`src/rtl/mm3_pkg.sv`:
```
// Shared constants, types and helper functions for the MurmurHash3 x64 128-bit block.
`timescale 1ns / 1ps

package mm3_pkg;

    typedef logic [63:0] t_word;

    localparam t_word MUL_C1  = 64'h87C3_7B91_1142_53D5;
    localparam t_word MUL_C2  = 64'h4CF5_AD43_2745_937F;
    localparam t_word FMIX_M1 = 64'hFF51_AFD7_ED55_8CCD;
    localparam t_word FMIX_M2 = 64'hC4CE_B9FE_1A85_EC53;
    localparam t_word ADD_H1  = 64'h0000_0000_52DC_E729;
    localparam t_word ADD_H2  = 64'h0000_0000_3849_5AB5;

    localparam int unsigned BLOCK_BYTES = 16;
    localparam int unsigned HALF_BYTES  = 8;

    localparam int QUEUE_DEPTH = 2;
    localparam int QPTR_W      = $clog2(QUEUE_DEPTH);
    localparam int QCNT_W      = $clog2(QUEUE_DEPTH + 1);

    // One classified block as handed from the front end to the mixing core.
    typedef struct packed {
        t_word       k1;
        t_word       k2;
        logic        full;
        logic        last;
        logic        start;
        logic [31:0] len;
    } t_job;

    function automatic t_word rotl64(t_word x, int unsigned r);
        return (x << r) | (x >> (64 - r));
    endfunction

    function automatic t_word fmix_shift(t_word x);
        return x ^ (x >> 33);
    endfunction

    // Keep the lowest n bytes of a word, n from 0 to 8.
    function automatic t_word byte_mask(logic [3:0] n);
        t_word m;
        m = '0;
        for (int i = 0; i < 8; i++) begin
            m[8*i +: 8] = (4'(i) < n) ? 8'hFF : 8'h00;
        end
        return m;
    endfunction

endpackage

```
`src/rtl/mm3_queue.sv`:
```
// Short request queue between the front end and the mixing core.
`timescale 1ns / 1ps

module mm3_queue (
    input  logic          i_clk,
    input  logic          i_rst_n,
    input  logic          i_push,
    input  mm3_pkg::t_job i_job,
    output logic          o_full,
    output logic          o_valid,
    input  logic          i_pop,
    output mm3_pkg::t_job o_job
);
    import mm3_pkg::*;

    t_job              r_mem [QUEUE_DEPTH];
    logic [QPTR_W-1:0] r_wr;
    logic [QPTR_W-1:0] r_rd;
    logic [QCNT_W-1:0] r_count;

    logic do_push;
    logic do_pop;

    assign o_full  = (r_count == QCNT_W'(QUEUE_DEPTH));
    assign o_valid = (r_count != '0);
    assign o_job   = r_mem[r_rd];
    assign do_push = i_push && !o_full;
    assign do_pop  = i_pop && o_valid;

    function automatic logic [QPTR_W-1:0] next_ptr(logic [QPTR_W-1:0] p);
        return (p == QPTR_W'(QUEUE_DEPTH - 1)) ? '0 : p + QPTR_W'(1);
    endfunction

    always_ff @(posedge i_clk) begin
        if (!i_rst_n) begin
            r_wr    <= '0;
            r_rd    <= '0;
            r_count <= '0;
        end else begin
            if (do_push) begin
                r_wr <= next_ptr(r_wr);
            end
            if (do_pop) begin
                r_rd <= next_ptr(r_rd);
            end
            if (do_push && !do_pop) begin
                r_count <= r_count + QCNT_W'(1);
            end else if (do_pop && !do_push) begin
                r_count <= r_count - QCNT_W'(1);
            end
        end
    end

    always_ff @(posedge i_clk) begin
        if (do_push) begin
            r_mem[r_wr] <= i_job;
        end
    end

endmodule

```
`config.mk`:
```
export PLATFORM = sky130hd
export DESIGN_NAME = mm3_queue
export DESIGN_NICKNAME = d
export VERILOG_FILES = /design/src/rtl/mm3_pkg.sv /design/src/rtl/mm3_queue.sv
export SDC_FILE = /design/constraint.sdc
export NUM_CORES = 1
export LEC_CHECK = 0
export ABC_AREA = 1
export CELL_PAD_IN_SITES_DETAIL_PLACEMENT = 0
export CELL_PAD_IN_SITES_GLOBAL_PLACEMENT = 1
export CORE_ASPECT_RATIO = 0.75
export CORE_MARGIN = 2
export CORE_UTILIZATION = 53
export DETAILED_ROUTE_END_ITERATION = 10
export DONT_BUFFER_PORTS = 1
export MAX_ROUTING_LAYER = met4
export PLACE_DENSITY_LB_ADDON = 0.1
export SYNTH_ARGS = -nofsm -noshare
export SYNTH_HDL_FRONTEND = slang
export SYNTH_SLANG_ARGS = --single-unit
```
`constraint.sdc`:
```
create_clock -name i_clk -period 13.34 [get_ports i_clk]
set_input_delay 2.668 -clock i_clk [delete_from_list [all_inputs] [get_ports i_clk]]
set_output_delay 2.668 -clock i_clk [all_outputs]
set_load 0.01 [all_outputs]
```
==> impl_metrics.yaml, run 1 <==
timing:
  layout_setup_ws_ns: 8.110
  tightest_slew_ns: 1.136
  relSlewSlack: 0.2428
  holdWs_ns: 0.5061
  skew_ns: 0.005106
  finalCritPeriodShare: 0.3921
  rsz0062_at_grt: "no"
  fin_tns_setup_ns: 0
  drv_slew: 0
  post-route-min-period_ns: 5.230
  fmax_mhz: 191.2
  hold_viol_final: 0
  setup_viol: 0
clock_network:
  hold_buffers: 0
  postCtsSetupBuffers: 0
  htreeDepth: 1
  cts_resized: 0
  cts_tree: "done"
  cts-root-buf: "clkbuf_16"
  clock-sinks: 331
  insertion_delay_ns: 0.53
  cts_buffer_depth: 3
  cts_buffers: 31
  clk_pin_slew_ns: 0.06
synth:
  synth_top_area_cell: "edfxtp_1"
  async_flop_share: 0
  synth_area_leaders: "edfxtp_1 80%, mux2_4 8.6%, mux2_2 8.5%"
  synth_top_cell_area_share: 0.7975
  syn_nets: 712
  ys_types: 15
  ys.flop_type: "edfxtp_1"
  synth_area_per_cell_um2: 22.57
  ys_seq_area_frac: 0.8056
  yosysWarnings: 0
  synth_cells: 544
  ys_ff_latch: 331
  netlist_top_cells_count: "326 x edfxtp_1, 93 x mux2_2, 70 x mux2_4"
  synth_edf_count: 326
  syn_area_um2: 12280
  synth_most_common_cell: "edfxtp_1"
pwr:
  leakage_nw: 4.490
  p_per_area_nw_per_um2: 195.1
  ir_worst_vdd_mv: 0.1336
critical_path:
  critical_path.max_fanout: 63
  slowest_stage: "buf_4"
  endpoint_kind: "output port"
  required_ns: 10.67
  cp-start-kind: "flop"
  crit_buf_inv: 1
  cp.arrival_ns: 2.56
  slowest_delay_ns: 0.93
  crit_chain: "buf_4 > mux2_2"
  critPathTopFamily: "buffers and inverters"
  crit_type: "flop to output port"
global_routing:
  grt_overflow: 0
  grt_util_all_layers: 0.1729
  grt_max_degree: 83
  antenna_found_initial: 1
  grt_pass1_wl_mm: 30.44
  grt_pass1_vias: 5142
floorplanning:
  die_height_um: 135.8
  core_area_um2: 22880
  pin_count: 332
  rows: 48
  dieWidth_um: 179.7
  initial_core_util: 0.5365
  die_area_um2: 24410
cells_and_area:
  register_area_um2: 9893
  fillers: 1648
  syn_to_final_growth_pct: 9.683
  nets: 733
  multiInputGateArea_um2: 2225
  drive_above_1_share: 0.3633
drt:
  routed-via-count: 4866
  dr.pass1.iters: 4
  drt_iter0_drc: 330
  wl_met2_mm: 11.02
  ant_nets: 0
  via_per_inst: 5.467
  met3WireLength_mm: 2.714
  route.top_layer_used: "met4"
  wl_per_cell_um: 24.14
  finalWirelength_mm: 21.49
  drc: 0
  met1_length_mm: 7.262
placement:
  pre_cts_ws_ns: 8.649
  dp_hpwl_mm: 14.76
  gp_congestion: 0.7624
  io_buffers: 0
outcome:
  run_status: "completed"
run:
  cap_viol_max_count: 0
min_path:
  hp-class: "flop to flop"
-- layout make-up --
type | count | area share
sequential | 331 | 0.7348
antenna | 1 | 0.0001859
clock inverter | 19 | 0.006784
inverter | 8 | 0.002230
timing repair buffer | 6 | 0.003345
tap | 300 | 0.02788
multi-input combinational | 187 | 0.1652
clock buffer | 38 | 0.05957
-- cell families after synthesis --
group	synth area share
AO/OA/AOI/OAI	0.002242
multiplexers	0.1709
adder cells (fa/ha/maj)	0.001019
flip-flops	0.8056
buffers and inverters	0.01437
AND/OR/NAND/NOR	0.005810
-- final timing paths --
kind	depth (start not counted)	slack [ns]	startpoint	end
worst min-delay path	2	0.51	r_rd	r_rd
worst max register to register	3	11.13	r_count[0]	r_mem[1][91]
worst max-delay path	2	8.11	flop	o_job[58]
worst min register to register	2	0.51	r_rd	r_rd
-- worst min-delay path, stage by stage, from the launching register on --
cell	delay, ns
dfxtp_1	0.32
nor2_1	0.06
nor2_1	0.09
-- report_power, final --
part	switching (mW)	internal [mW]
Sequential	0.0410	1.32
Clock	0.340	0.424
Combinational	0.301	0.202
Total	0.682	1.94
-- sequential cells by signal, indices dropped and copies added (netlist names), named ones only --
| signal | cells |
|---|---|
| r_wr | 1 |
| r_count | 2 |
| r_rd | 1 |
| r_mem | 326 |
-- placed cells by master (no fill, tap or decap), drive strengths merged --
cell type / instances
o21ai: 3
clkinv: 18
nor2: 9
nand4: 1
a21oi: 1
nand3: 1
edfxtp: 326
o21a: 1
diode: 1
nand2: 7
ha: 1
inv: 8
dfxtp: 5
clkinvlp: 1
clkbuf: 38
mux2: 163
buf: 6
-- routing by layer --
metal	global-route usage	up-vias
li1	-	2187
met1	0.1797	2419
met2	0.2901	224
met3	0.08978	36
met4	0.04743	0
met5	-	-
-- metrics by stage --
step                      instance area (µm²)  std cells  utilization  total power, mW
after floorplan                         12280        544            -            1.833
after global placement                  12570        832       0.5493            1.883
after detailed placement                12570        832       0.5493            1.897
after CTS                               13460        889       0.5883            2.664
after global routing                    13460        890       0.5884            2.735
final                                   13460        890       0.5884            2.627
No activity file was read; power rests on OpenSTA's default activity.
==> inputs of run 2 (changes only) <==
ABC_AREA = 0   (was 1)
clock period = 5 ns   (was 13.34 ns; I/O delays follow)
==> impl_metrics.yaml, run 2 <==
clock_network:
  insertion_delay_ns: 0.53
  clk_pin_slew_ns: 0.06
  cts-root-buf: "clkbuf_16"
  hold_buffers: 0
  cts_resized: 0
  cts_buffers: 31
  cts_buffer_depth: 3
  cts_tree: "done"
  htreeDepth: 1
  clock-sinks: 331
  postCtsSetupBuffers: 0
placement:
  pre_cts_ws_ns: 2.035
  io_buffers: 0
  gp_congestion: 0.7498
  dp_hpwl_mm: 14.68
drt:
  ant_nets: 0
  via_per_inst: 5.490
  dr.pass1.iters: 4
  wl_per_cell_um: 25.02
  routed-via-count: 4793
  finalWirelength_mm: 21.84
  drc: 0
  drt_iter0_drc: 313
synth:
  ys.flop_type: "edfxtp_1"
  synth_edf_count: 326
  synth_most_common_cell: "edfxtp_1"
  synth_cells: 532
  ys_types: 22
  ys_ff_latch: 331
  syn_area_um2: 12270
  synth_area_per_cell_um2: 23.06
  syn_nets: 700
  netlist_top_cells_count: "326 x edfxtp_1, 93 x mux2_2, 70 x mux2_4"
  synth_top_cell_area_share: 0.7978
  synth_area_leaders: "edfxtp_1 80%, mux2_4 8.6%, mux2_2 8.5%"
  synth_top_area_cell: "edfxtp_1"
  yosysWarnings: 0
  ys_seq_area_frac: 0.8060
  async_flop_share: 0
global_routing:
  antenna_found_initial: 0
  grt_pass1_vias: 5188
  grt_pass1_wl_mm: 31.30
  grt_max_degree: 118
  grt_util_all_layers: 0.1769
  grt_overflow: 0
critical_path:
  critical_path.max_fanout: 53
  endpoint_kind: "output port"
  cp.arrival_ns: 2.47
  required_ns: 4.00
  cp-start-kind: "flop"
  crit_type: "flop to output port"
timing:
  fin_tns_setup_ns: 0
  hold_viol_final: 0
  layout_setup_ws_ns: 1.527
  rsz0062_at_grt: "no"
  relSlewSlack: 0.4317
  fmax_mhz: 288.0
  setup_viol: 0
  drv_slew: 0
  post-route-min-period_ns: 3.473
  holdWs_ns: 0.5448
  tightest_slew_ns: 0.8525
  skew_ns: 0.005760
  finalCritPeriodShare: 0.6945
floorplanning:
  initial_core_util: 0.5363
  die_height_um: 135.8
  core_area_um2: 22880
  die_area_um2: 24400
  pin_count: 332
  dieWidth_um: 179.7
  rows: 48
cells_and_area:
  fillers: 1641
  final_common_cell: "edfxtp_1"
  reg_top3: "r_mem x326, r_count x2"
  largest_register_ffs: 326
  drive_above_1_share: 0.3700
  syn_to_final_growth_pct: 10.06
  nets: 721
  insertedDiodeCount: 0
  largest-register: "r_mem"
  final_cell_mix: "326 x edfxtp_1, 93 x mux2_2, 70 x mux2_4"
min_path:
  hp-class: "flop to flop"
pwr:
  p_per_area_nw_per_um2: 533.8
  ir_worst_vdd_mv: 0.3257
  leakage_nw: 4.474
run:
  cap_viol_max_count: 0
outcome:
  run_status: "completed"
-- run 2: worst max-delay path: stages, from the launching register on --
cell,delay [ns]
dfxtp_4,0.90
buf_4,0.56
mux2_2,0.43
-- run 2: kinds of logic after synthesis --
family          Yosys count  share of synthesized area
compound gates            5                   0.002651
xor+xnor                  3                   0.002142
fa+ha+maj                 1                   0.001020
buf+inv                  20                    0.01254
flops                   331                     0.8060
mux                     163                     0.1710
simple gates              9                   0.004692
-- run 2: metal layers --
layer / track usage / wire (µm) / vias up
met1: 0.1827 / 7536 / 2381
met4: 0.04923 / 491 / 0
met2: 0.2950 / 11040 / 221
met5: - / 0 / -
li1: - / - / 2158
met3: 0.09543 / 2771 / 33
-- run 2: final cells by class --
type,instances,area [µm²],area share
flip-flops and latches,331,9893,0.7325
clock buffers,39,805.8,0.05966
well taps,300,375.4,0.02779
multi-input cells,181,2238,0.1657
inverters,2,20.02,0.001482
clock inverters,14,90.09,0.006670
repair buffers,6,82.58,0.006114
-- run 2: where the power goes --
group          internal (mW)  switching [mW]
clock network           1.18           0.901
logic                  0.645           0.837
registers               3.49           0.157
-- run 2: metrics by stage --
step / cell area [µm²] / utilization / power, mW / cells
2_1_floorplan: 12290 / - / 4.973 / 532
3_3_place_gp: 12610 / 0.5511 / 5.183 / 820
3_5_place_dp: 12610 / 0.5511 / 5.223 / 820
4_1_cts: 13510 / 0.5902 / 7.311 / 873
5_1_grt: 13510 / 0.5902 / 7.515 / 873
6_report: 13510 / 0.5902 / 7.209 / 873
-- run 2: path summary, 6_finish.rpt --
path,slack [ns],cells after the start,end,start
worst max-delay path,1.53,2,o_job[147],flop
worst min-delay path,0.54,2,r_count[1],r_count[1]
worst max register to register,2.85,3,r_mem[1][93],r_count[0]
worst min register to register,0.54,2,r_count[1],r_count[1]
