<file path="config.mk">
export PLATFORM = sky130hd
export DESIGN_NAME = mm3_front_flat
export DESIGN_NICKNAME = d
export VERILOG_FILES = /design/src/rtl/mm3_pkg.sv /design/src/rtl/mm3_in_if.sv /design/src/rtl/mm3_front.sv /design/src/flat_wrapper.sv
export SDC_FILE = /design/constraint.sdc
export NUM_CORES = 1
export LEC_CHECK = 0
export BUFFER_PORTS_ARGS = -buffer_cell sky130_fd_sc_hd__buf_2
export CAP_MARGIN = 40
export CORE_AREA = 5 5 114 116
export DETAILED_ROUTE_END_ITERATION = 6
export DIE_AREA = 0 0 119 121
export PLACE_DENSITY = 0.73
export REMOVE_ABC_BUFFERS = 1
export SYNTH_ARGS = -nofsm -noshare
export SYNTH_HDL_FRONTEND = slang
export SYNTH_SLANG_ARGS = --single-unit
export TNS_END_PERCENT = 10
</file>
<file path="constraint.sdc">
create_clock -name i_clk -period 6.55 [get_ports i_clk]
set_clock_uncertainty 0.05 [all_clocks]
set_input_delay 0.655 -clock i_clk [delete_from_list [all_inputs] [get_ports i_clk]]
set_output_delay 0.655 -clock i_clk [all_outputs]
set_load 0.005 [all_outputs]
</file>
<file path="src/rtl/mm3_pkg.sv">
// Shared constants, types and helper functions for the MurmurHash3 x64 128-bit block.
`timescale 1ns / 1ps

package mm3_pkg;

    typedef logic [63:0] t_word;

    localparam t_word MUL_C1  = 64'h87C3_7B91_1142_53D5;
    localparam t_word MUL_C2  = 64'h4CF5_AD43_2745_937F;
    localparam t_word FMIX_M1 = 64'hFF51_AFD7_ED55_8CCD;
    localparam t_word FMIX_M2 = 64'hC4CE_B9FE_1A85_EC53;
    localparam t_word ADD_H1  = 64'h0000_0000_52DC_E729;
    localparam t_word ADD_H2  = 64'h0000_0000_3849_5AB5;

    localparam int unsigned BLOCK_BYTES = 16;
    localparam int unsigned HALF_BYTES  = 8;

    localparam int QUEUE_DEPTH = 2;
    localparam int QPTR_W      = $clog2(QUEUE_DEPTH);
    localparam int QCNT_W      = $clog2(QUEUE_DEPTH + 1);

    // One classified block as handed from the front end to the mixing core.
    typedef struct packed {
        t_word       k1;
        t_word       k2;
        logic        full;
        logic        last;
        logic        start;
        logic [31:0] len;
    } t_job;

    function automatic t_word rotl64(t_word x, int unsigned r);
        return (x << r) | (x >> (64 - r));
    endfunction

    function automatic t_word fmix_shift(t_word x);
        return x ^ (x >> 33);
    endfunction

    // Keep the lowest n bytes of a word, n from 0 to 8.
    function automatic t_word byte_mask(logic [3:0] n);
        t_word m;
        m = '0;
        for (int i = 0; i < 8; i++) begin
            m[8*i +: 8] = (4'(i) < n) ? 8'hFF : 8'h00;
        end
        return m;
    endfunction

endpackage

</file>
<file path="src/rtl/mm3_in_if.sv">
// Request channel: one 16-byte message block with its byte count and last flag.
`timescale 1ns / 1ps

interface mm3_in_if;
    logic        valid;
    logic        ready;
    logic [63:0] block_low;
    logic [63:0] block_high;
    logic [4:0]  byte_count;
    logic        last;

    modport source (output valid, block_low, block_high, byte_count, last, input ready);
    modport sink   (input valid, block_low, block_high, byte_count, last, output ready);
endinterface

</file>
<file path="src/rtl/mm3_front.sv">
// Front end: accepts blocks, masks tails, tracks message start and byte total.
`timescale 1ns / 1ps

module mm3_front (
    input  logic          i_clk,
    input  logic          i_rst_n,
    mm3_in_if.sink        i_req,
    input  logic          i_full,
    output logic          o_push,
    output mm3_pkg::t_job o_job
);
    import mm3_pkg::*;

    logic        r_in_msg;
    logic [31:0] r_total;

    logic [4:0]  cnt;
    logic [4:0]  add_n;
    logic [4:0]  hi_cnt;
    logic [3:0]  lo_bytes;
    logic [3:0]  hi_bytes;
    logic        full;
    logic [31:0] base;
    logic [32:0] sum;
    logic [31:0] total;

    assign i_req.ready = !i_full;
    assign o_push      = i_req.valid && !i_full;

    always_comb begin
        cnt      = (i_req.byte_count > 5'(BLOCK_BYTES)) ? 5'(BLOCK_BYTES) : i_req.byte_count;
        // Non-final blocks always count as full, whatever the byte count says.
        full     = !i_req.last || (cnt == 5'(BLOCK_BYTES));
        add_n    = i_req.last ? cnt : 5'(BLOCK_BYTES);
        hi_cnt   = cnt - 5'(HALF_BYTES);
        lo_bytes = (cnt >= 5'(HALF_BYTES)) ? 4'(HALF_BYTES) : cnt[3:0];
        hi_bytes = (cnt > 5'(HALF_BYTES)) ? hi_cnt[3:0] : 4'd0;
        base     = r_in_msg ? r_total : 32'd0;
        sum      = {1'b0, base} + {28'd0, add_n};
        total    = sum[32] ? '1 : sum[31:0];

        o_job.k1    = full ? i_req.block_low  : (i_req.block_low  & byte_mask(lo_bytes));
        o_job.k2    = full ? i_req.block_high : (i_req.block_high & byte_mask(hi_bytes));
        o_job.full  = full;
        o_job.last  = i_req.last;
        o_job.start = !r_in_msg;
        o_job.len   = total;
    end

    always_ff @(posedge i_clk) begin
        if (!i_rst_n) begin
            r_in_msg <= 1'b0;
            r_total  <= '0;
        end else if (o_push) begin
            r_in_msg <= !i_req.last;
            r_total  <= total;
        end
    end

endmodule

</file>
<file path="src/flat_wrapper.sv">
// flat-port wrapper written by rule: the top's interface ports become plain ports
module mm3_front_flat import mm3_pkg::*;
  (i_clk, i_rst_n, i_full, o_push, o_job, i_req_valid, i_req_block_low, i_req_block_high, i_req_byte_count, i_req_last, i_req_ready);
  mm3_in_if i_req_i ();
  input  logic i_clk;
  input  logic i_rst_n;
  input  logic i_full;
  output logic o_push;
  output mm3_pkg::t_job o_job;
  input wire logic [$bits(i_req_i.valid)-1:0] i_req_valid;
  input wire logic [$bits(i_req_i.block_low)-1:0] i_req_block_low;
  input wire logic [$bits(i_req_i.block_high)-1:0] i_req_block_high;
  input wire logic [$bits(i_req_i.byte_count)-1:0] i_req_byte_count;
  input wire logic [$bits(i_req_i.last)-1:0] i_req_last;
  output wire logic [$bits(i_req_i.ready)-1:0] i_req_ready;
  assign i_req_i.valid = i_req_valid;
  assign i_req_i.block_low = i_req_block_low;
  assign i_req_i.block_high = i_req_block_high;
  assign i_req_i.byte_count = i_req_byte_count;
  assign i_req_i.last = i_req_last;
  assign i_req_ready = i_req_i.ready;
  mm3_front u_core (.i_clk(i_clk), .i_rst_n(i_rst_n), .i_req(i_req_i), .i_full(i_full), .o_push(o_push), .o_job(o_job));
endmodule
</file>
==> results of run 1 <==
-- cell usage after synthesis, drive strengths merged (3+ instances only) --
library cell  instances  share of area, %
a21o                  7               1.4
nor2                 28               3.3
a31oi                16               2.7
nand3                14               2.2
a21oi                27               3.7
o31ai                 3              0.61
xor2                  9               2.1
nand4                10               1.9
nor2b                27               4.6
and2                114                19
inv                  12               1.2
dfxtp                33                18
xnor2                11               2.6
nor4                  5               1.7
buf                   8               1.6
nor3                 21               2.9
o31a                  5               1.2
a211oi                8               1.8
ha                    5               1.7
and4                  4              0.95
o21ai                45               6.1
nand2                69               7.1
clkbuf               25               4.2
and3                  4              0.68
a31o                  4              0.95
-- through the flow --
step / cell area [µm²] / power [mW] / std cells / hold WS [ns]
finish: 5375 / 0.6455 / 968 / 0.4386
global placement: 5205 / 0.4182 / 958 / 0.4292
CTS: 5375 / 0.6482 / 968 / 0.4383
detailed placement: 5233 / 0.4197 / 961 / 0.4312
global route: 5375 / 0.6793 / 968 / 0.4819
floorplan: 3472 / 0.2880 / 504 / 0.4016
-- placed cells by master, fill, tap and decap left out, types with 2 or more instances in the layout --
cell / netlist / routed
a211oi_1: 7 / 7
o211ai_1: 2 / 2
nor3_1: 21 / 21
o31ai_1: 3 / 3
nand2_1: 68 / 68
xor2_1: 9 / 9
or3_1: 2 / 2
buf_2: 3 / 303
nand4_1: 9 / 9
o21ai_1: 1 / 2
and4_1: 4 / 4
nor2b_1: 27 / 27
buf_4: 3 / 6
inv_1: 12 / 12
a31oi_1: 16 / 16
o21bai_1: 2 / 2
nor2_1: 26 / 26
nand3_1: 13 / 13
o21ai_0: 44 / 43
a21oi_1: 27 / 27
xnor2_1: 11 / 11
ha_1: 5 / 5
and3_1: 4 / 4
nor4_1: 3 / 3
clkbuf_16: 0 / 5
a21o_1: 7 / 7
nor4_4: 2 / 2
and2_1: 114 / 114
dfxtp_1: 33 / 33
a31o_2: 4 / 4
nor2_4: 2 / 2
o31a_1: 5 / 5
nand2b_1: 2 / 2
a41oi_1: 2 / 2
-- layer usage --
layer	global-route usage (%)	share of wire, %	vias to the layer above
met5	0	0	-
met4	2.172	0.50	0
met3	7.086	10	8
met2	44.05	48	289
met1	32.74	41	2322
li1	-	-	2418
-- cell type report --
| class | count | share of cell area [%] |
|---|---|---|
| tap | 147 | 3.422 |
| multi-input combinational | 458 | 51.40 |
| timing repair buffer | 310 | 29.33 |
| sequential | 33 | 12.29 |
| clock buffer | 7 | 2.654 |
| inverter | 13 | 0.9078 |
-- worst reg2reg max path: cells and delay by family (launching register included) --
family / cells / cell delay (ns)
fa+ha+maj: 2 / 0.40
simple gates: 3 / 1.32
compound gates: 3 / 0.64
buf+inv: 1 / 0.40
flops: 1 / 0.66
-- registers in the layout, indices dropped and copies added, names as in the netlist --
register,cells
u_core.r_total,32
u_core.r_in_msg,1
-- final timing paths --
path / to / slack [ns] / depth (start not counted)
setup / recovery: o_job[10] / 1.65 / 11
hold / removal: u_core.r_total[23] / 0.44 / 2
setup reg to reg: u_core.r_total[9] / 2.99 / 9
hold reg to reg: u_core.r_total[23] / 0.44 / 2
-- cells by family (layout without fill, tap and decap cells) --
logic type,after synthesis,after routing
DFF,33,33
xor gates and xnor gates,20,20
AOI/OAI and AO/OA,130,130
and+or+nand+nor,302,302
buffers and inverters,46,330
adders and majority gates,6,6
-- report_power, final --
group | total [mW] | switching (mW) | internal, mW
logic | 0.209 | 0.108 | 0.101
clock network | 0.230 | 0.0812 | 0.149
registers | 0.206 | 0.00266 | 0.203
total | 0.645 | 0.192 | 0.454
==> summary.md, run 1 <==
| Metric | Value |
|---|---|
| Status | finished, final reports clean |
| Die width | 119 µm |
| Die Area | 0.01440 mm² |
| Clock sinks | 33 |
| Worst path most repeated cell | buf_2 |
| Clock root buffer | clkbuf_16 |
| Final Wtd Congestion | 0.9589 |
| Multi-input gate area | 0.002763 mm² |
| Initial antenna violation count | 1 |
| PortBufs | 302 |
| Clk_lat worst skew | 0.28 ns |
| Reg area | 660.6 µm² |
| Pwr/cell area | 120.1 mW/mm² |
| Ys Warns | 0 |
| Maxcap violations | 0 |
| RSZ-0062 raised after global routing | no |
| Cell Area, Synth | 0.003687 mm² |
| Largest family of logic cells by synthesized area | simple AND/OR/NAND/NOR gates |
| Final setup viols | 0 |
| Worst slew pin tran | 0.8559 ns |
| Max-slew violations | 0 |
| Drt first-iter violations | 412 |
| Pre-antenna DRT Iters | 5 |
| Syn_area_per_cell | 6.866 µm² |
| Global-route wire length before repair | 28.77 mm |
| Largest stage delay, worst path | 0.56 ns |
| Via density | 5.204 |
| Layout cells sized above 1 | 40.32% |
| Hold WC Path Type | register to register |
| Post-synthesis compound-gate area fraction | 22.29% |
| H-tree levels | 2 |
| Number of synthesized flops with an enable pin | 0 |
| Setup TNS | 0 ns |
| Setup slack after layout | 1.653 ns |
| Setup CP Type | input port to primary output |
| Rows | 40 |
| CTS resizes | 0 |
| F_max | 0.2042 GHz |
| Initial core utilization | 31.22% |
| Post-synthesis sequential element count | 33 |
| Clk pin slew, worst setup/hold paths | 0.05 ns |
| Xor/xnor share of the synthesized area | 4.751% |
| Largest net degree at the start of global routing | 44 |
| NumNets Final | 965 |
| Synth Flop Type | dfxtp_1 |
| Max_slew headroom | 42.50% |
| Bufs on Longest Clock Path | 2 |
| Die Ht | 121 µm |
| Worst-path fanout max | 17 |
| Postcts setup bufs | 0 |
| Synth cell types | 54 |
| GRT Overall Usage | 25.45% |
| WP data required | 5.84 ns |
| Tmin final | 4.897 ns |
| CP startpoint | i_req_last |
| Total Wirelength | 19.02 mm |
| Cells after synthesis | 537 |
| Delay-heaviest family, CP | simple AND/OR/NAND/NOR gates |
| CTS tree | yes |
| HP Start | u_core.r_total[23] |
| Post-synthesis mux area share | 0% |
| CP bufs+invs | 4 |
| Final hold viol count | 0 |
| Detailed-route wire length per cell | 19.65 µm |
| Slowest-stage cell, CP | and4_1 |
| Diodes inserted | 0 |
| Static Leak | 2.627 nW |
| Worst EP arrival | 4.19 ns |
| Synth Area in Simple Gates | 45.64% |
| Core area | 0.01181 mm² |
| Maximum vdd drop | 0.00007404 V |
| DRC violation count after routing | 0 |
| Fill cells | 1235 |
| Post-synth ARST share | 0% |
| Final core utilization | 45.51% |
| RR Startpoint | u_core.r_in_msg |
| I/O Pins | 303 |
| Post-detail-place hpwl | 15.93 mm |
| Number of global-route vias before repair | 4953 |
| Setup WS pre-CTS | 1.657 ns |
| Congestion Overflow GR | 0 |
| CP endpoint kind | primary output |
| Antenna Nets Post-Route | 0 |
| Synth Area in Adders | 2.240% |
| CP startpoint kind | input port |
| Crit-path cells | buf_2 -> nor2b_1 -> inv_1 -> ha_1 -> nand2_1 -> o21ai_1 -> and4_1 -> nand3_1 -> buf_4 -> o21ai_0 -> buf_2 |
| Via count | 5037 |
| CTS Hold Bufs | 0 |
| Crit share post-route | 74.77% |
| Register area share after synthesis | 17.92% |
| Area growth, synth to finish | 45.78% |
| Cts bufs inserted | 5 |
(Power assumes the default switching activity.)
==> run 2: changes to the inputs <==
- ABC_AREA: unset -> 1
- CORE_AREA: 5 5 114 116 -> 5 5 115 117
- DIE_AREA: 0 0 119 121 -> 0 0 120 122
- PLACE_DENSITY: 0.73 -> 0.76
- clock period: 6.55 -> 4.7 ns (I/O delays scaled with it)
==> summary.md, run 2 <==
| Metric | Value |
|---|---|
| Maximum vdd drop | 0.0001854 V |
| Largest regs | u_core.r_total (32), u_core.r_in_msg (1) |
| Largest net degree at the start of global routing | 47 |
| Yosys top cell by area | inv_1 |
| CP endpoint kind | primary output |
| Pwr/cell area | 164.4 mW/mm² |
| Syn_area_per_cell | 5.174 µm² |
| Layout cells sized above 1 | 33.09% |
| Worst slew pin tran | 0.8681 ns |
| Drt first-iter violations | 410 |
| CTS Hold Bufs | 0 |
| Slowest-stage cell, CP | fa_1 |
| Antenna Nets Post-Route | 0 |
| Clk pin slew, worst setup/hold paths | 0.05 ns |
| Setup CP Type | input port to primary output |
| Final Wtd Congestion | 1.019 |
| R2r setup slk | 2.05 ns |
| Final core utilization | 48.11% |
| Bufs on Longest Clock Path | 2 |
| Worst Reg-to-Reg Cells | 12 |
| Biggest register | u_core.r_total |
| Tmin final | 3.519 ns |
| Clock sinks | 33 |
| Post-route cell area | 0.005898 mm² |
| WP data required | 4.18 ns |
| Cells after synthesis | 807 |
| Core area | 0.01226 mm² |
| DP Area | 0.005768 mm² |
| Most frequent cell after synthesis | inv_1 |
| Setup WS pre-CTS | 1.164 ns |
| GRT Overall Usage | 25.76% |
| Max-slew violations | 0 |
| Initial core utilization | 34.05% |
| Post-synth ARST share | 0% |
| Most frequent cells in the layout | buf_2 (302), inv_1 (203), nor2_1 (197) |
| Number of global-route vias before repair | 5355 |
| Synth Flop Type | dfxtp_1 |
| Final hold viol count | 0 |
| RR Startpoint | u_core.r_in_msg |
| Rows | 41 |
| Cts bufs inserted | 5 |
| HP Start | i_rst_n |
| Worst Hold Depth | 3 |
| Worst EP arrival | 3.00 ns |
| Hold slack final | 0.5083 ns |
| Detailed-route wire length per cell | 15.85 µm |
| Fill cells | 1361 |
| Final setup viols | 0 |
| PortBufs | 302 |
| Initial antenna violation count | 1 |
| Postcts setup bufs | 0 |
| Via count | 5709 |
| Synth cell types | 36 |
| Commonest non-fill, non-tap cell in the layout | buf_2 |
| Die width | 120 µm |
| H-tree levels | 2 |
| DRC violation count after routing | 0 |
| RSZ-0062 raised after global routing | no |
| CTS resizes | 0 |
| Clock root buffer | clkbuf_16 |
| Diodes inserted | 0 |
| CP startpoint kind | input port |
| Max_slew headroom | 41.78% |
| Worst-path fanout max | 28 |
| Hold WC Path Type | input port to register |
| RR Endpoint | u_core.r_total[2] |
| Setup slack after layout | 1.181 ns |
| Number of synthesized flops with an enable pin | 0 |
| Via density | 4.578 |
| Largest stage delay, worst path | 0.44 ns |
| Setup TNS | 0 ns |
| Top cells by count, synth | inv_1 (203), nor2_1 (197), nand2_1 (169), nand3_1 (67), dfxtp_1 (33) |
| Post-synthesis sequential element count | 33 |
| Cell Area, Synth | 0.004175 mm² |
| I/O Pins | 303 |
| Clk_lat worst skew | 0.28 ns |
| Register area share after synthesis | 15.82% |
| Area growth, synth to finish | 41.26% |
| Status | finished, final reports clean |
| Crit-path cells | buf_2 -> inv_1 -> nor2_1 -> buf_4 -> inv_1 -> nor2_1 -> ha_1 -> fa_1 -> nand3_1 -> nand3_1 -> nand2_1 -> nand2_2 -> nand3_4 -> o21ai_0 -> buf_2 |
| Crit share post-route | 74.87% |
| Total Wirelength | 19.77 mm |
| Ys Warns | 0 |
| Maxcap violations | 0 |
| Post-synth top area share | 18.25% |
| Largest cells by area after synthesis | inv_1 (18%), nor2_1 (18%), dfxtp_1 (16%) |
| Max reg flops | 32 |
| Congestion Overflow GR | 0 |
| NumNets Final | 1242 |
| Pre-antenna DRT Iters | 5 |
| CTS tree | yes |
| Static Leak | 4.012 nW |
| Die Area | 0.01464 mm² |
| F_max | 0.2842 GHz |
| Die Ht | 122 µm |
| Global-route wire length before repair | 29.55 mm |
| Hold-critical path endpoint | u_core.r_in_msg |
| Post-detail-place hpwl | 16.98 mm |
## run 2: where the power goes
group | switching, mW | leakage (nW) | total (mW) | internal (mW)
Clock | 0.119 | 0.0655 | 0.308 | 0.189
Sequential | 0.0237 | 0.272 | 0.321 | 0.297
Combinational | 0.193 | 3.67 | 0.341 | 0.148
Total | 0.335 | 4.01 | 0.969 | 0.634
## run 2: cells by family after synthesis
group	synth area share, %
AOI/OAI and AO/OA	5.064
xor gates and xnor gates	1.049
adders and majority gates	1.978
buffers and inverters	22.53
DFF	15.82
and+or+nand+nor	53.55
## run 2: layout make-up
cell class,instances,area [µm²],share of cell area [%]
inverters,210,788.3,13.36
multi-input cells,541,2574,43.64
flip-flops and latches,33,661.9,11.22
clock inverters,1,5.005,0.08485
clock buffers,5,125.1,2.121
repair buffers,307,1556,26.39
well taps,150,187.7,3.182
## run 2: worst max path at each step
| stage | start | end | slack, ns | cells after the start |
|---|---|---|---|---|
| after detailed placement | i_req_last | o_job[2] | 1.16 | 15 |
| after global routing | i_req_last | o_job[2] | 0.88 | 15 |
| after global placement | i_req_last | o_job[2] | 1.25 | 15 |
| final | i_req_last | o_job[2] | 1.18 | 15 |
| after floorplan | u_core.r_in_msg | o_job[2] | 1.18 | 10 |
| after CTS | i_req_last | o_job[2] | 1.15 | 15 |
## run 2: through the flow
step           power [mW]  cells
2_1_floorplan      0.4654    784
3_3_place_gp       0.6641   1240
3_5_place_dp       0.6672   1241
4_1_cts            0.9723   1247
5_1_grt             1.025   1247
6_report           0.9694   1247
## run 2: routing by layer
layer / share of wire, % / routed length, µm / track usage (%) / vias up
met3: 7.4 / 1458 / 4.921 / 20
met4: 0.70 / 138 / 2.291 / 2
met2: 49 / 9635 / 45.87 / 220
met5: 0.096 / 19 / 0 / -
li1: - / - / - / 2949
met1: 43 / 8519 / 33.62 / 2518
## run 2: critical path, delay by kind of cell
family	cells	cell delay, ns
compound gates	1	0.19
fa+ha+maj	2	0.68
buf+inv	5	0.74
simple gates	7	0.92
==> run 3: changes to the inputs <==
- clock period: 4.7 -> 3.4 ns (I/O delays scaled with it)
==> summary.md, run 3 (synthesis gave the netlist of run 2 again) <==
| Metric | Value |
|---|---|
| Max-slew violations | 0 |
| Die Area | 0.01464 mm² |
| Maxcap violations | 0 |
| Largest stage delay, worst path | 0.46 ns |
| Final hold viol count | 0 |
| GRT Overall Usage | 25.07% |
| Maximum vdd drop | 0.0003319 V |
| Delay-heaviest family, CP | simple AND/OR/NAND/NOR gates |
| CTS tree | yes |
| Max_slew headroom | 46.19% |
| Clk pin slew, worst setup/hold paths | 0.05 ns |
| WP data required | 3.01 ns |
| Tmin final | 2.976 ns |
| Clock sinks | 33 |
| Most frequent cells in the layout | buf_2 (302), inv_1 (203), nor2_1 (197) |
| Post-route cell area | 0.005941 mm² |
| Die width | 120 µm |
| Via density | 4.691 |
| Worst EP arrival | 2.59 ns |
| Static Leak | 4.032 nW |
| DRC violation count after routing | 0 |
| Biggest register | u_core.r_total |
| Worst-path fanout max | 28 |
| Worst slew pin tran | 0.8023 ns |
| PortBufs | 302 |
| Congestion Overflow GR | 0 |
| Global-route wire length before repair | 28.79 mm |
| Setup TNS | 0 ns |
| Power, Total | 1.442 mW |
| CTS Hold Bufs | 0 |
| Crit share post-route | 87.53% |
| Die Ht | 122 µm |
| Total Wirelength | 19.38 mm |
| CP startpoint kind | register |
| Status | finished, final reports clean |
| RSZ-0062 raised after global routing | no |
| Number of global-route vias before repair | 5326 |
| Core area | 0.01226 mm² |
| Slowest-stage cell, CP | fa_1 |
| Finished Layout Cells | 1250 |
| Initial core utilization | 34.05% |
| HP Start | i_rst_n |
| Busiest grt layer | met2 |
| DP Area | 0.005768 mm² |
| Commonest non-fill, non-tap cell in the layout | buf_2 |
| Clk_lat worst skew | 0.28 ns |
| Hold WC Path Type | input port to register |
| Setup CP Type | register to primary output |
| Postcts setup bufs | 0 |
| F_max | 0.3360 GHz |
| Diodes inserted | 0 |
| CP bufs+invs | 3 |
| H-tree levels | 2 |
| GRT met2 Usage | 43.13% |
| Cts bufs inserted | 5 |
| Largest net degree at the start of global routing | 46 |
| CP startpoint | u_core.r_in_msg |
| Final setup viols | 0 |
| Crit-path cells | buf_4 -> nand2_1 -> inv_1 -> fa_1 -> nand3_1 -> nand3_1 -> nand2_1 -> nand2_2 -> nand3_4 -> o21ai_0 -> buf_2 |
| Hold slack final | 0.3789 ns |
| Layout cells sized above 1 | 33.18% |
| Final Wtd Congestion | 1.073 |
| # placed instances | 1242 |
| Via count | 5864 |
| I/O Pins | 303 |
| Initial antenna violation count | 2 |
| Max reg flops | 32 |
| NumNets Final | 1243 |
| Pre-antenna DRT Iters | 6 |
| Rows | 41 |
| Clock root buffer | clkbuf_16 |
| Antenna Nets Post-Route | 0 |
| GRT met1 Usage | 32.81% |
| RR Startpoint | u_core.r_in_msg |
| Detailed-route wire length per cell | 15.50 µm |
| Largest regs | u_core.r_total (32), u_core.r_in_msg (1) |
| Pwr/cell area | 242.8 mW/mm² |
| Area growth, synth to finish | 42.28% |
| Post-detail-place hpwl | 16.60 mm |
| CTS resizes | 0 |
| Bufs on Longest Clock Path | 2 |
| Fill cells | 1347 |
| GR Layer Usage met3 | 5.107% |
| CP endpoint kind | primary output |
| Drt first-iter violations | 374 |
[run 3: final timing paths]
kind | to | slack (ns) | cells past startpoint
setup / recovery | o_job[2] | 0.42 | 11
hold / removal | u_core.r_total[19] | 0.38 | 3
setup reg to reg | u_core.r_total[14] | 0.88 | 12
hold reg to reg | u_core.r_in_msg | 0.44 | 2
[run 3: layout make-up]
type | count | area (µm²) | share of cell area [%]
Clock buffer | 7 | 142.6 | 2.401
Clock inverter | 1 | 30.03 | 0.5055
Inverter | 210 | 788.3 | 13.27
Multi-Input combinational cell | 541 | 2574 | 43.32
Sequential cell | 33 | 661.9 | 11.14
Tap cell | 150 | 187.7 | 3.159
Timing Repair Buffer | 308 | 1556 | 26.20
[run 3: layer usage]
layer | up-vias | routed length, µm
li1 | 2954 | -
met1 | 2611 | 8454
met4 | 4 | 312
met3 | 32 | 1485
met5 | - | 27
met2 | 263 | 9094
[run 3: worst reg2reg max path, stage by stage (launching register included)]
cell     delay [ns]
dfxtp_2        0.34
buf_4          0.21
nand2_1        0.08
inv_1          0.06
fa_1           0.46
nand3_1        0.14
nand3_1        0.12
nand2_1        0.10
nand2_2        0.09
nand3_4        0.35
nand3_1        0.19
o21ai_0        0.18
inv_1          0.05
[run 3: per-stage QoR]
stage               util (%)  setup WS [ns]
finish                 48.45         0.4238
CTS                    48.45         0.4145
global route           48.45         0.2013
floorplan                  -        0.01147
detailed placement     47.05         0.4259
global placement       47.05         0.4856
[run 3: power breakdown]
part	switching, mW	internal (mW)
clock network	0.168	0.366
logic	0.265	0.204
registers	0.0289	0.411
total	0.461	0.981
